`src/design/smpg_pkg.sv`:
```
// Package for the stepper move pulse generator: microstep mode codes,
// configuration register indexes, the speed to period function and step constants.
// Depends on nothing; every design file refers to it by scoped names.
`default_nettype none
package smpg_pkg;

  localparam int STEP_COUNT_BITS_DEF = 16;
  localparam int PULSES_DONE_W       = 16;
  localparam int CFG_INDEX_W         = 2;
  localparam int CFG_DATA_W          = 8;
  localparam int ANGLE_W             = 21;
  localparam int PERIOD_W            = 8;

  // floor(w / 45) for w < 2**22 + 1 as (w * RECIP_45) >> RECIP_45_SHIFT
  localparam int        RECIP_45_SHIFT = 28;
  localparam logic [22:0] RECIP_45     = 23'd5965233;
  localparam int        QUOT_W         = 17;

  // floor(x / 99) for x <= 12078 as (x * RECIP_99) >> RECIP_99_SHIFT
  localparam int        RECIP_99_SHIFT = 15;
  localparam logic [8:0] RECIP_99      = 9'd331;

  localparam logic [7:0] SPEED_RESET = 8'd50;
  localparam logic [7:0] SPEED_MIN   = 8'd1;
  localparam logic [7:0] SPEED_MAX   = 8'd100;
  localparam logic [7:0] PERIOD_BASE = 8'd222;
  localparam logic [6:0] PERIOD_SLOPE = 7'd122;

  typedef enum logic [1:0] {
    MODE_HALF      = 2'd0,
    MODE_QUARTER   = 2'd1,
    MODE_EIGHTH    = 2'd2,
    MODE_SIXTEENTH = 2'd3
  } mode_t;

  localparam logic [CFG_INDEX_W-1:0] CFG_IDX_MODE  = 2'd0;
  localparam logic [CFG_INDEX_W-1:0] CFG_IDX_SPEED = 2'd1;

  typedef struct packed {
    mode_t                mode;
    logic [PERIOD_W-1:0]  period;
  } cfg_t;

  function automatic logic [PERIOD_W-1:0] period_of(input logic [7:0] speed);
    logic [7:0]  p;
    logic [13:0] x;
    logic [22:0] prod;
    logic [7:0]  q;
    p = speed;
    if (p > SPEED_MAX) p = SPEED_MAX;
    if (p < SPEED_MIN) p = SPEED_MIN;
    x = 14'(p - SPEED_MIN) * 14'(PERIOD_SLOPE);
    prod = 23'(x) * 23'(RECIP_99);
    q = 8'(prod >> RECIP_99_SHIFT);
    return PERIOD_W'(PERIOD_BASE - q);
  endfunction

endpackage
`default_nettype wire

```
`src/design/smpg_cfg.sv`:
```
// Configuration registers: microstep mode and the pulse period derived from speed.
// Depends on smpg_pkg for register indexes, mode codes and period_of.
`default_nettype none
module smpg_cfg (
  input  wire logic                               clk,
  input  wire logic                               rst_n,
  input  wire logic                               cfg_valid,
  input  wire logic [smpg_pkg::CFG_INDEX_W-1:0]   cfg_index,
  input  wire logic [smpg_pkg::CFG_DATA_W-1:0]    cfg_data,
  output smpg_pkg::cfg_t                          cfg_out
);

  smpg_pkg::mode_t              mode_r, mode_nxt;
  logic [smpg_pkg::PERIOD_W-1:0] period_r, period_nxt;

  always_comb begin
    mode_nxt   = mode_r;
    period_nxt = period_r;
    if (cfg_valid) begin
      unique case (cfg_index)
        smpg_pkg::CFG_IDX_MODE:  mode_nxt = smpg_pkg::mode_t'(cfg_data[1:0]);
        smpg_pkg::CFG_IDX_SPEED: period_nxt = smpg_pkg::period_of(cfg_data);
        default: ;
      endcase
    end
  end

  always_ff @(posedge clk) begin
    if (!rst_n) begin
      mode_r   <= smpg_pkg::MODE_SIXTEENTH;
      period_r <= smpg_pkg::period_of(smpg_pkg::SPEED_RESET);
    end else begin
      mode_r   <= mode_nxt;
      period_r <= period_nxt;
    end
  end

  assign cfg_out.mode   = mode_r;
  assign cfg_out.period = period_r;

endmodule
`default_nettype wire

```
`src/design/smpg_step_calc.sv`:
```
// Step count of a move: floor(|angle| * multiplier / 180), saturated to the counter.
// Depends on smpg_pkg for mode codes and the reciprocal constant.
`default_nettype none
module smpg_step_calc #(
  parameter int STEP_COUNT_BITS = smpg_pkg::STEP_COUNT_BITS_DEF
) (
  input  wire logic [smpg_pkg::ANGLE_W-1:0]  angle,
  input  smpg_pkg::mode_t                    mode,
  output logic                               neg,
  output logic [STEP_COUNT_BITS-1:0]         steps
);

  localparam int WIDE_W = 33;
  localparam logic [WIDE_W-1:0] STEP_MAX = (WIDE_W'(1) << STEP_COUNT_BITS) - WIDE_W'(1);

  logic [smpg_pkg::ANGLE_W-1:0]   mag;
  logic [22:0]                    w;
  logic [45:0]                    prod;
  logic [smpg_pkg::QUOT_W-1:0]    q;
  logic [smpg_pkg::QUOT_W-1:0]    quot;

  always_comb begin
    neg = angle[smpg_pkg::ANGLE_W-1];
    mag = neg ? (~angle + smpg_pkg::ANGLE_W'(1)) : angle;
    case (mode)
      smpg_pkg::MODE_EIGHTH:    w = 23'(mag) << 1;
      smpg_pkg::MODE_SIXTEENTH: w = 23'(mag) << 2;
      default:                  w = 23'(mag);
    endcase
    prod = 46'(w) * 46'(smpg_pkg::RECIP_45);
    q    = smpg_pkg::QUOT_W'(prod >> smpg_pkg::RECIP_45_SHIFT);
    quot = (mode == smpg_pkg::MODE_HALF) ? (q >> 1) : q;
    if (WIDE_W'(quot) > STEP_MAX) begin
      steps = STEP_COUNT_BITS'(STEP_MAX);
    end else begin
      steps = STEP_COUNT_BITS'(quot);
    end
  end

endmodule
`default_nettype wire

```
`src/design/stepper_move_pulse_generator_core.sv`:
```
// Top level of the stepper move pulse generator: input register, move and tick
// state update, result register. Uses smpg_pkg, smpg_cfg and smpg_step_calc.
//
//  channel | ports                                   | handshake
//  in      | in_opcode, in_angle                     | in_valid / in_stall
//  out     | out_step_pulse .. out_pulses_done       | out_valid / out_stall
//  cfg     | cfg_index, cfg_data                     | cfg_valid / cfg_ready
//
// One beat per cycle in unless stalled; each yields one registered result beat.
// The state update of one beat is a single pass from the input register.
// Reset (rst_n low, synchronous) clears state; mode 16x, speed 50 percent.
// A stalled result holds; the input register still takes one more beat.
// cfg_ready is always high.
`default_nettype none
module stepper_move_pulse_generator_core #(
  parameter int STEP_COUNT_BITS = smpg_pkg::STEP_COUNT_BITS_DEF
) (
  input  wire logic                                clk,
  input  wire logic                                rst_n,
  input  wire logic                                in_valid,
  output logic                                     in_stall,
  input  wire logic                                in_opcode,
  input  wire logic signed [smpg_pkg::ANGLE_W-1:0] in_angle,
  output logic                                     out_valid,
  input  wire logic                                out_stall,
  output logic                                     out_step_pulse,
  output logic                                     out_direction,
  output logic                                     out_mode_pin_one,
  output logic                                     out_mode_pin_two,
  output logic                                     out_ready_res,
  output logic [smpg_pkg::PULSES_DONE_W-1:0]       out_pulses_done,
  input  wire logic                                cfg_valid,
  output logic                                     cfg_ready,
  input  wire logic [smpg_pkg::CFG_INDEX_W-1:0]    cfg_index,
  input  wire logic [smpg_pkg::CFG_DATA_W-1:0]     cfg_data
);

  smpg_pkg::cfg_t cfg;

  logic                               s1_valid_r, s1_valid_nxt;
  logic                               s1_opcode_r;
  logic [smpg_pkg::ANGLE_W-1:0]       s1_angle_r;

  logic                               busy_r, busy_nxt;
  logic                               dir_r, dir_nxt;
  logic [STEP_COUNT_BITS-1:0]         target_r, target_nxt;
  logic [STEP_COUNT_BITS-1:0]         pulse_count_r, pulse_count_nxt;
  logic [smpg_pkg::PERIOD_W-1:0]      period_count_r, period_count_nxt;
  logic [smpg_pkg::PERIOD_W-1:0]      period_inc;

  logic                               out_valid_r, out_valid_nxt;
  logic                               out_pulse_r, out_pulse_nxt;
  logic                               out_dir_r;
  logic                               out_pin_one_r;
  logic                               out_pin_two_r;
  logic                               out_ready_r;
  logic [smpg_pkg::PULSES_DONE_W-1:0] out_done_r;

  logic                               can_out;
  logic                               adv;
  logic                               in_acc;
  logic                               move_neg;
  logic [STEP_COUNT_BITS-1:0]         move_steps;

  assign cfg_ready = 1'b1;

  smpg_cfg u_cfg (
    .clk       (clk),
    .rst_n     (rst_n),
    .cfg_valid (cfg_valid),
    .cfg_index (cfg_index),
    .cfg_data  (cfg_data),
    .cfg_out   (cfg)
  );

  smpg_step_calc #(
    .STEP_COUNT_BITS (STEP_COUNT_BITS)
  ) u_step_calc (
    .angle (s1_angle_r),
    .mode  (cfg.mode),
    .neg   (move_neg),
    .steps (move_steps)
  );

  assign can_out  = !out_valid_r || !out_stall;
  assign adv      = s1_valid_r && can_out;
  assign in_stall = s1_valid_r && !can_out;
  assign in_acc   = in_valid && !in_stall;

  always_comb begin
    s1_valid_nxt = s1_valid_r;
    if (in_acc) begin
      s1_valid_nxt = 1'b1;
    end else if (adv) begin
      s1_valid_nxt = 1'b0;
    end
    out_valid_nxt = adv ? 1'b1 : (out_valid_r && out_stall);
  end

  always_comb begin
    busy_nxt         = busy_r;
    dir_nxt          = dir_r;
    target_nxt       = target_r;
    pulse_count_nxt  = pulse_count_r;
    period_count_nxt = period_count_r;
    out_pulse_nxt    = 1'b0;
    period_inc       = period_count_r + smpg_pkg::PERIOD_W'(1);
    if (s1_opcode_r) begin
      if (!busy_r && (move_steps != '0)) begin
        busy_nxt         = 1'b1;
        dir_nxt          = move_neg;
        target_nxt       = move_steps;
        pulse_count_nxt  = '0;
        period_count_nxt = '0;
      end
    end else if (busy_r) begin
      if (period_count_r == '0) begin
        out_pulse_nxt   = 1'b1;
        pulse_count_nxt = pulse_count_r + STEP_COUNT_BITS'(1);
      end
      if (out_pulse_nxt && (pulse_count_nxt == target_r)) begin
        busy_nxt         = 1'b0;
        period_count_nxt = '0;
      end else if (period_inc >= cfg.period) begin
        period_count_nxt = '0;
      end else begin
        period_count_nxt = period_inc;
      end
    end
  end

  always_ff @(posedge clk) begin
    if (!rst_n) begin
      s1_valid_r     <= 1'b0;
      out_valid_r    <= 1'b0;
      busy_r         <= 1'b0;
      dir_r          <= 1'b0;
      target_r       <= '0;
      pulse_count_r  <= '0;
      period_count_r <= '0;
    end else begin
      s1_valid_r  <= s1_valid_nxt;
      out_valid_r <= out_valid_nxt;
      if (adv) begin
        busy_r         <= busy_nxt;
        dir_r          <= dir_nxt;
        target_r       <= target_nxt;
        pulse_count_r  <= pulse_count_nxt;
        period_count_r <= period_count_nxt;
      end
    end
  end

  always_ff @(posedge clk) begin
    if (in_acc) begin
      s1_opcode_r <= in_opcode;
      s1_angle_r  <= in_angle;
    end
    if (adv) begin
      out_pulse_r   <= out_pulse_nxt;
      out_dir_r     <= dir_nxt;
      out_pin_one_r <= (cfg.mode == smpg_pkg::MODE_HALF) ||
                       (cfg.mode == smpg_pkg::MODE_SIXTEENTH);
      out_pin_two_r <= (cfg.mode == smpg_pkg::MODE_QUARTER) ||
                       (cfg.mode == smpg_pkg::MODE_SIXTEENTH);
      out_ready_r   <= !busy_nxt;
      out_done_r    <= smpg_pkg::PULSES_DONE_W'(pulse_count_nxt);
    end
  end

  assign out_valid        = out_valid_r;
  assign out_step_pulse   = out_pulse_r;
  assign out_direction    = out_dir_r;
  assign out_mode_pin_one = out_pin_one_r;
  assign out_mode_pin_two = out_pin_two_r;
  assign out_ready_res    = out_ready_r;
  assign out_pulses_done  = out_done_r;

  a_stall_needs_item: assert property (@(posedge clk) disable iff (!rst_n)
    in_stall |-> (s1_valid_r && out_valid_r))
    else $error("input stalled without a held beat");

  a_busy_below_target: assert property (@(posedge clk) disable iff (!rst_n)
    busy_r |-> (pulse_count_r < target_r))
    else $error("busy with pulse count at or past target");

  a_idle_period_zero: assert property (@(posedge clk) disable iff (!rst_n)
    !busy_r |-> (period_count_r == '0))
    else $error("period counter running while idle");

endmodule
`default_nettype wire

```
`config.mk`:
```
export PLATFORM = sky130hd
export DESIGN_NAME = stepper_move_pulse_generator_core
export DESIGN_NICKNAME = d
export VERILOG_FILES = /design/src/design/smpg_pkg.sv /design/src/design/smpg_cfg.sv /design/src/design/smpg_step_calc.sv /design/src/design/stepper_move_pulse_generator_core.sv
export SDC_FILE = /design/constraint.sdc
export NUM_CORES = 1
export LEC_CHECK = 0
export ABC_AREA = 1
export BUFFER_PORTS_ARGS = -buffer_cell sky130_fd_sc_hd__buf_2
export CAP_MARGIN = 20
export CORE_MARGIN = 4
export CORE_UTILIZATION = 40
export DETAILED_ROUTE_END_ITERATION = 16
export PLACE_DENSITY = 0.6
export SLEW_MARGIN = 20
export SYNTH_ARGS = -nofsm -noshare
export SYNTH_HDL_FRONTEND = slang
export SYNTH_SLANG_ARGS = --single-unit
```
`constraint.sdc`:
```
create_clock -name clk -period 10.2 [get_ports clk]
set_input_delay 0.51 -clock clk [delete_from_list [all_inputs] [get_ports clk]]
set_output_delay 0.51 -clock clk [all_outputs]
set_load 0.01 [all_outputs]
```
==> flow_metrics.py <==
metrics = {
    "worst_setup_path": {
        "r2r_start": "s1_angle_r[0]",
        "start_kind": "primary input",
        "cp_data_required_time_ps": 10470,
        "max_stage_delay_ps": 540,
        "startpoint": "cfg_data[1]",
        "crit_path_max_fanout": 6,
        "cpMaxStageDelayCell": "fa_1",
        "cp_common_cell": "nand2_1",
        "critPathArrivalTime_ps": 9790,
        "path_class": "primary input to flop",
        "endpoint_kind": "flop",
    },
    "timing": {
        "fin_ws_ps": 677.8,
        "final.min_clock_period_ps": 9522,
        "setup_viol": 0,
        "hold_viol": 0,
        "slew_violations": 0,
        "max_freq_mhz": 105.0,
        "skew_ps": 16.81,
        "worst_hold_slack_ps": 298.8,
        "worst_pin_slew_ps": 968.2,
        "relSlewSlack": 0.3538,
        "min_period_over_period": 0.9336,
    },
    "clocking": {
        "clock-root-buffer": "clkbuf_16",
        "clock_path_buffers": 2,
        "clock_latency_ps": 390,
        "htree_levels": 3,
        "cts-buffers-inserted": 9,
        "cts_tree": "yes",
        "clock-sinks": 97,
        "hold_buffers": 0,
        "clk_pin_slew_ps": 70,
    },
    "synthesis": {
        "yosysWarnings": 0,
        "async_flop_share": 0,
        "ys_types": 52,
        "netlist.area_leader.share": 0.2178,
        "syn_area_sq_um": 18660,
        "avgSynthCellArea_sq_um": 7.717,
        "synth_edf_count": 43,
        "ys_ff_latch": 97,
        "synth_area_leaders": "fa_1 (22%), ha_1 (21%), inv_1 (12%)",
        "yosysTopAreaCell": "fa_1",
        "syn_inst": 2418,
        "synth-main-ff-cell": "dfxtp_1",
        "ys_seq_area_frac": 0.1271,
    },
    "global_routing": {
        "track_usage": 0.1916,
        "antenna_found_initial": 0,
        "grt_max_degree": 45,
        "overflow": 0,
        "grt_pass1_vias": 15770,
        "grt_pass1_wl_mm": 78.05,
    },
    "detailed_routing": {
        "final_antenna_net_count": 0,
        "drt_wl_total_mm": 46.58,
        "dr.pass1.iters": 5,
        "routed-via-count": 15230,
        "drt_iter0_markers": 921,
        "drc_errors": 0,
        "vias_per_cell": 4.934,
        "wl_per_cell_microns": 15.09,
    },
    "finish": {
        "insertedDiodeCount": 0,
        "final_net_count": 3038,
        "syn2layout_area_growth_pct": 7.906,
        "layout-drive-gt1-share": 0.06999,
    },
    "placed_design": {
        "numPortBuffers": 59,
        "pre_cts_ws_ps": -31.80,
        "globalplace.congestion": 0.9398,
        "dp_hpwl_mm": 40.84,
    },
    "floorplanning": {
        "pin_count": 61,
        "die_h_microns": 224.0,
        "start_util": 0.4077,
        "fp.coreArea_sq_um": 45770,
        "chipWidth_microns": 224.0,
        "rows": 78,
        "die_area_sq_um": 50170,
    },
    "status": {
        "status": "finished clean",
    },
    "min_path": {
        "worstHoldStart": "in_angle[1]",
        "min_path_type": "primary input to flop",
    },
    "job": {
        "cap_viol_max_count": 0,
    },
}
==> cells in the final DEF, fill, tap and decap left out, types with 54 or more instances in the layout <==
master     n
xor2_1    59
fa_1     203
buf_2     59
nand2_1  417
a21oi_1  101
ha_1     316
inv_1    613
nand3_1   97
nor2_1   188
dfxtp_1   54
==> worst max-delay path: cells and delay by family <==
kind	cells	cell delay, ps
fa+ha+maj	10	4010
simple gates	18	2030
buf+inv	10	930
xor+xnor	3	670
compound gates	10	1610
==> logic make-up (layout without fill, tap and decap cells) <==
group / Yosys count / count (layout) / share of synthesized area
and+or+nand+nor: 828 / 828 / 0.1965
AOI/OAI and AO/OA: 230 / 230 / 0.07195
DFF: 97 / 97 / 0.1271
xor gates and xnor gates: 80 / 80 / 0.03829
adders and majority gates: 520 / 520 / 0.4303
buffers and inverters: 661 / 726 / 0.1354
other: 2 / 5 / 0.0004025
==> per-layer routing <==
layer  global-route usage  part of all wire  up-vias  wire length (microns)
li1                     -                 -     7600                      -
met1               0.2529              0.46     7281                  21200
met2               0.3356              0.48      292                  22560
met3              0.02280             0.043       53                   1991
met4              0.04752             0.018        0                    829
met5                    0                 0        -                      0
==> stage by stage <==
stage	std cells	util	cell area [sq um]	TNS (ps)
finish	3086	0.4399	20140	0
global route	3086	0.4399	20140	-1.199
CTS	3084	0.4381	20050	0
detailed placement	3068	0.4314	19740	-57.67
global placement	3068	0.4314	19740	0
floorplan	2421	-	18670	0
==> sequential cells by signal (all words and copies together) (netlist names) <==
register          flops
target_r             16
out_mode_pin_one      1
out_valid             1
out_mode_pin_two      1
s1_opcode_r           1
out_ready_res         1
pulse_count_r        16
out_step_pulse        1
busy_r                1
u_cfg.period_r        8
out_direction         1
out_pulses_done      16
s1_angle_r           21
u_cfg.mode_r          2
dir_r                 1
period_count_r        8
s1_valid_r            1
==> cell type report <==
class / count / area, sq um
Clock buffer: 9 / 225.2
Clock inverter: 7 / 81.33
Fill cell: 4539 / 25640
Inverter: 623 / 2338
Multi-Input combinational cell: 1663 / 13840
Sequential cell: 97 / 2372
Tap cell: 600 / 750.7
Timing Repair Buffer: 87 / 525.5
==> timing repair <==
item	4_1_cts	5_1_grt
gates resized for setup	0	16
setup buffers	0	1
setup endpoints to repair	0	50
==> cells in the mapped netlist, drive strengths merged (2+ instances only) <==
library cell	instances
a211oi	6
a21boi	5
a21o	11
a21oi	102
a31oi	3
and2	5
and3	5
buf	16
clkbuf	22
conb	2
dfxtp	54
edfxtp	43
fa	203
ha	317
inv	622
nand2	434
nand3	113
nand3b	11
nand4	15
nor2	202
nor3	31
nor4	5
o211ai	18
o21a	7
o21ai	53
o21bai	8
o221ai	9
o22ai	4
o31ai	2
or2	5
xnor2	17
xor2	62
==> path summary, 6_finish.rpt <==
check | endpoint | slack (ps) | cells after the start
setup reg to reg | period_count_r[1] | 710 | 50
hold / removal | s1_angle_r[1] | 300 | 1
setup / recovery | u_cfg.period_r[7] | 680 | 51
hold reg to reg | u_cfg.period_r[1] | 480 | 2
Power is left out: the tool's default activity adds up to more than one toggle a clock period on the data nets, which glitch-free logic cannot reach.
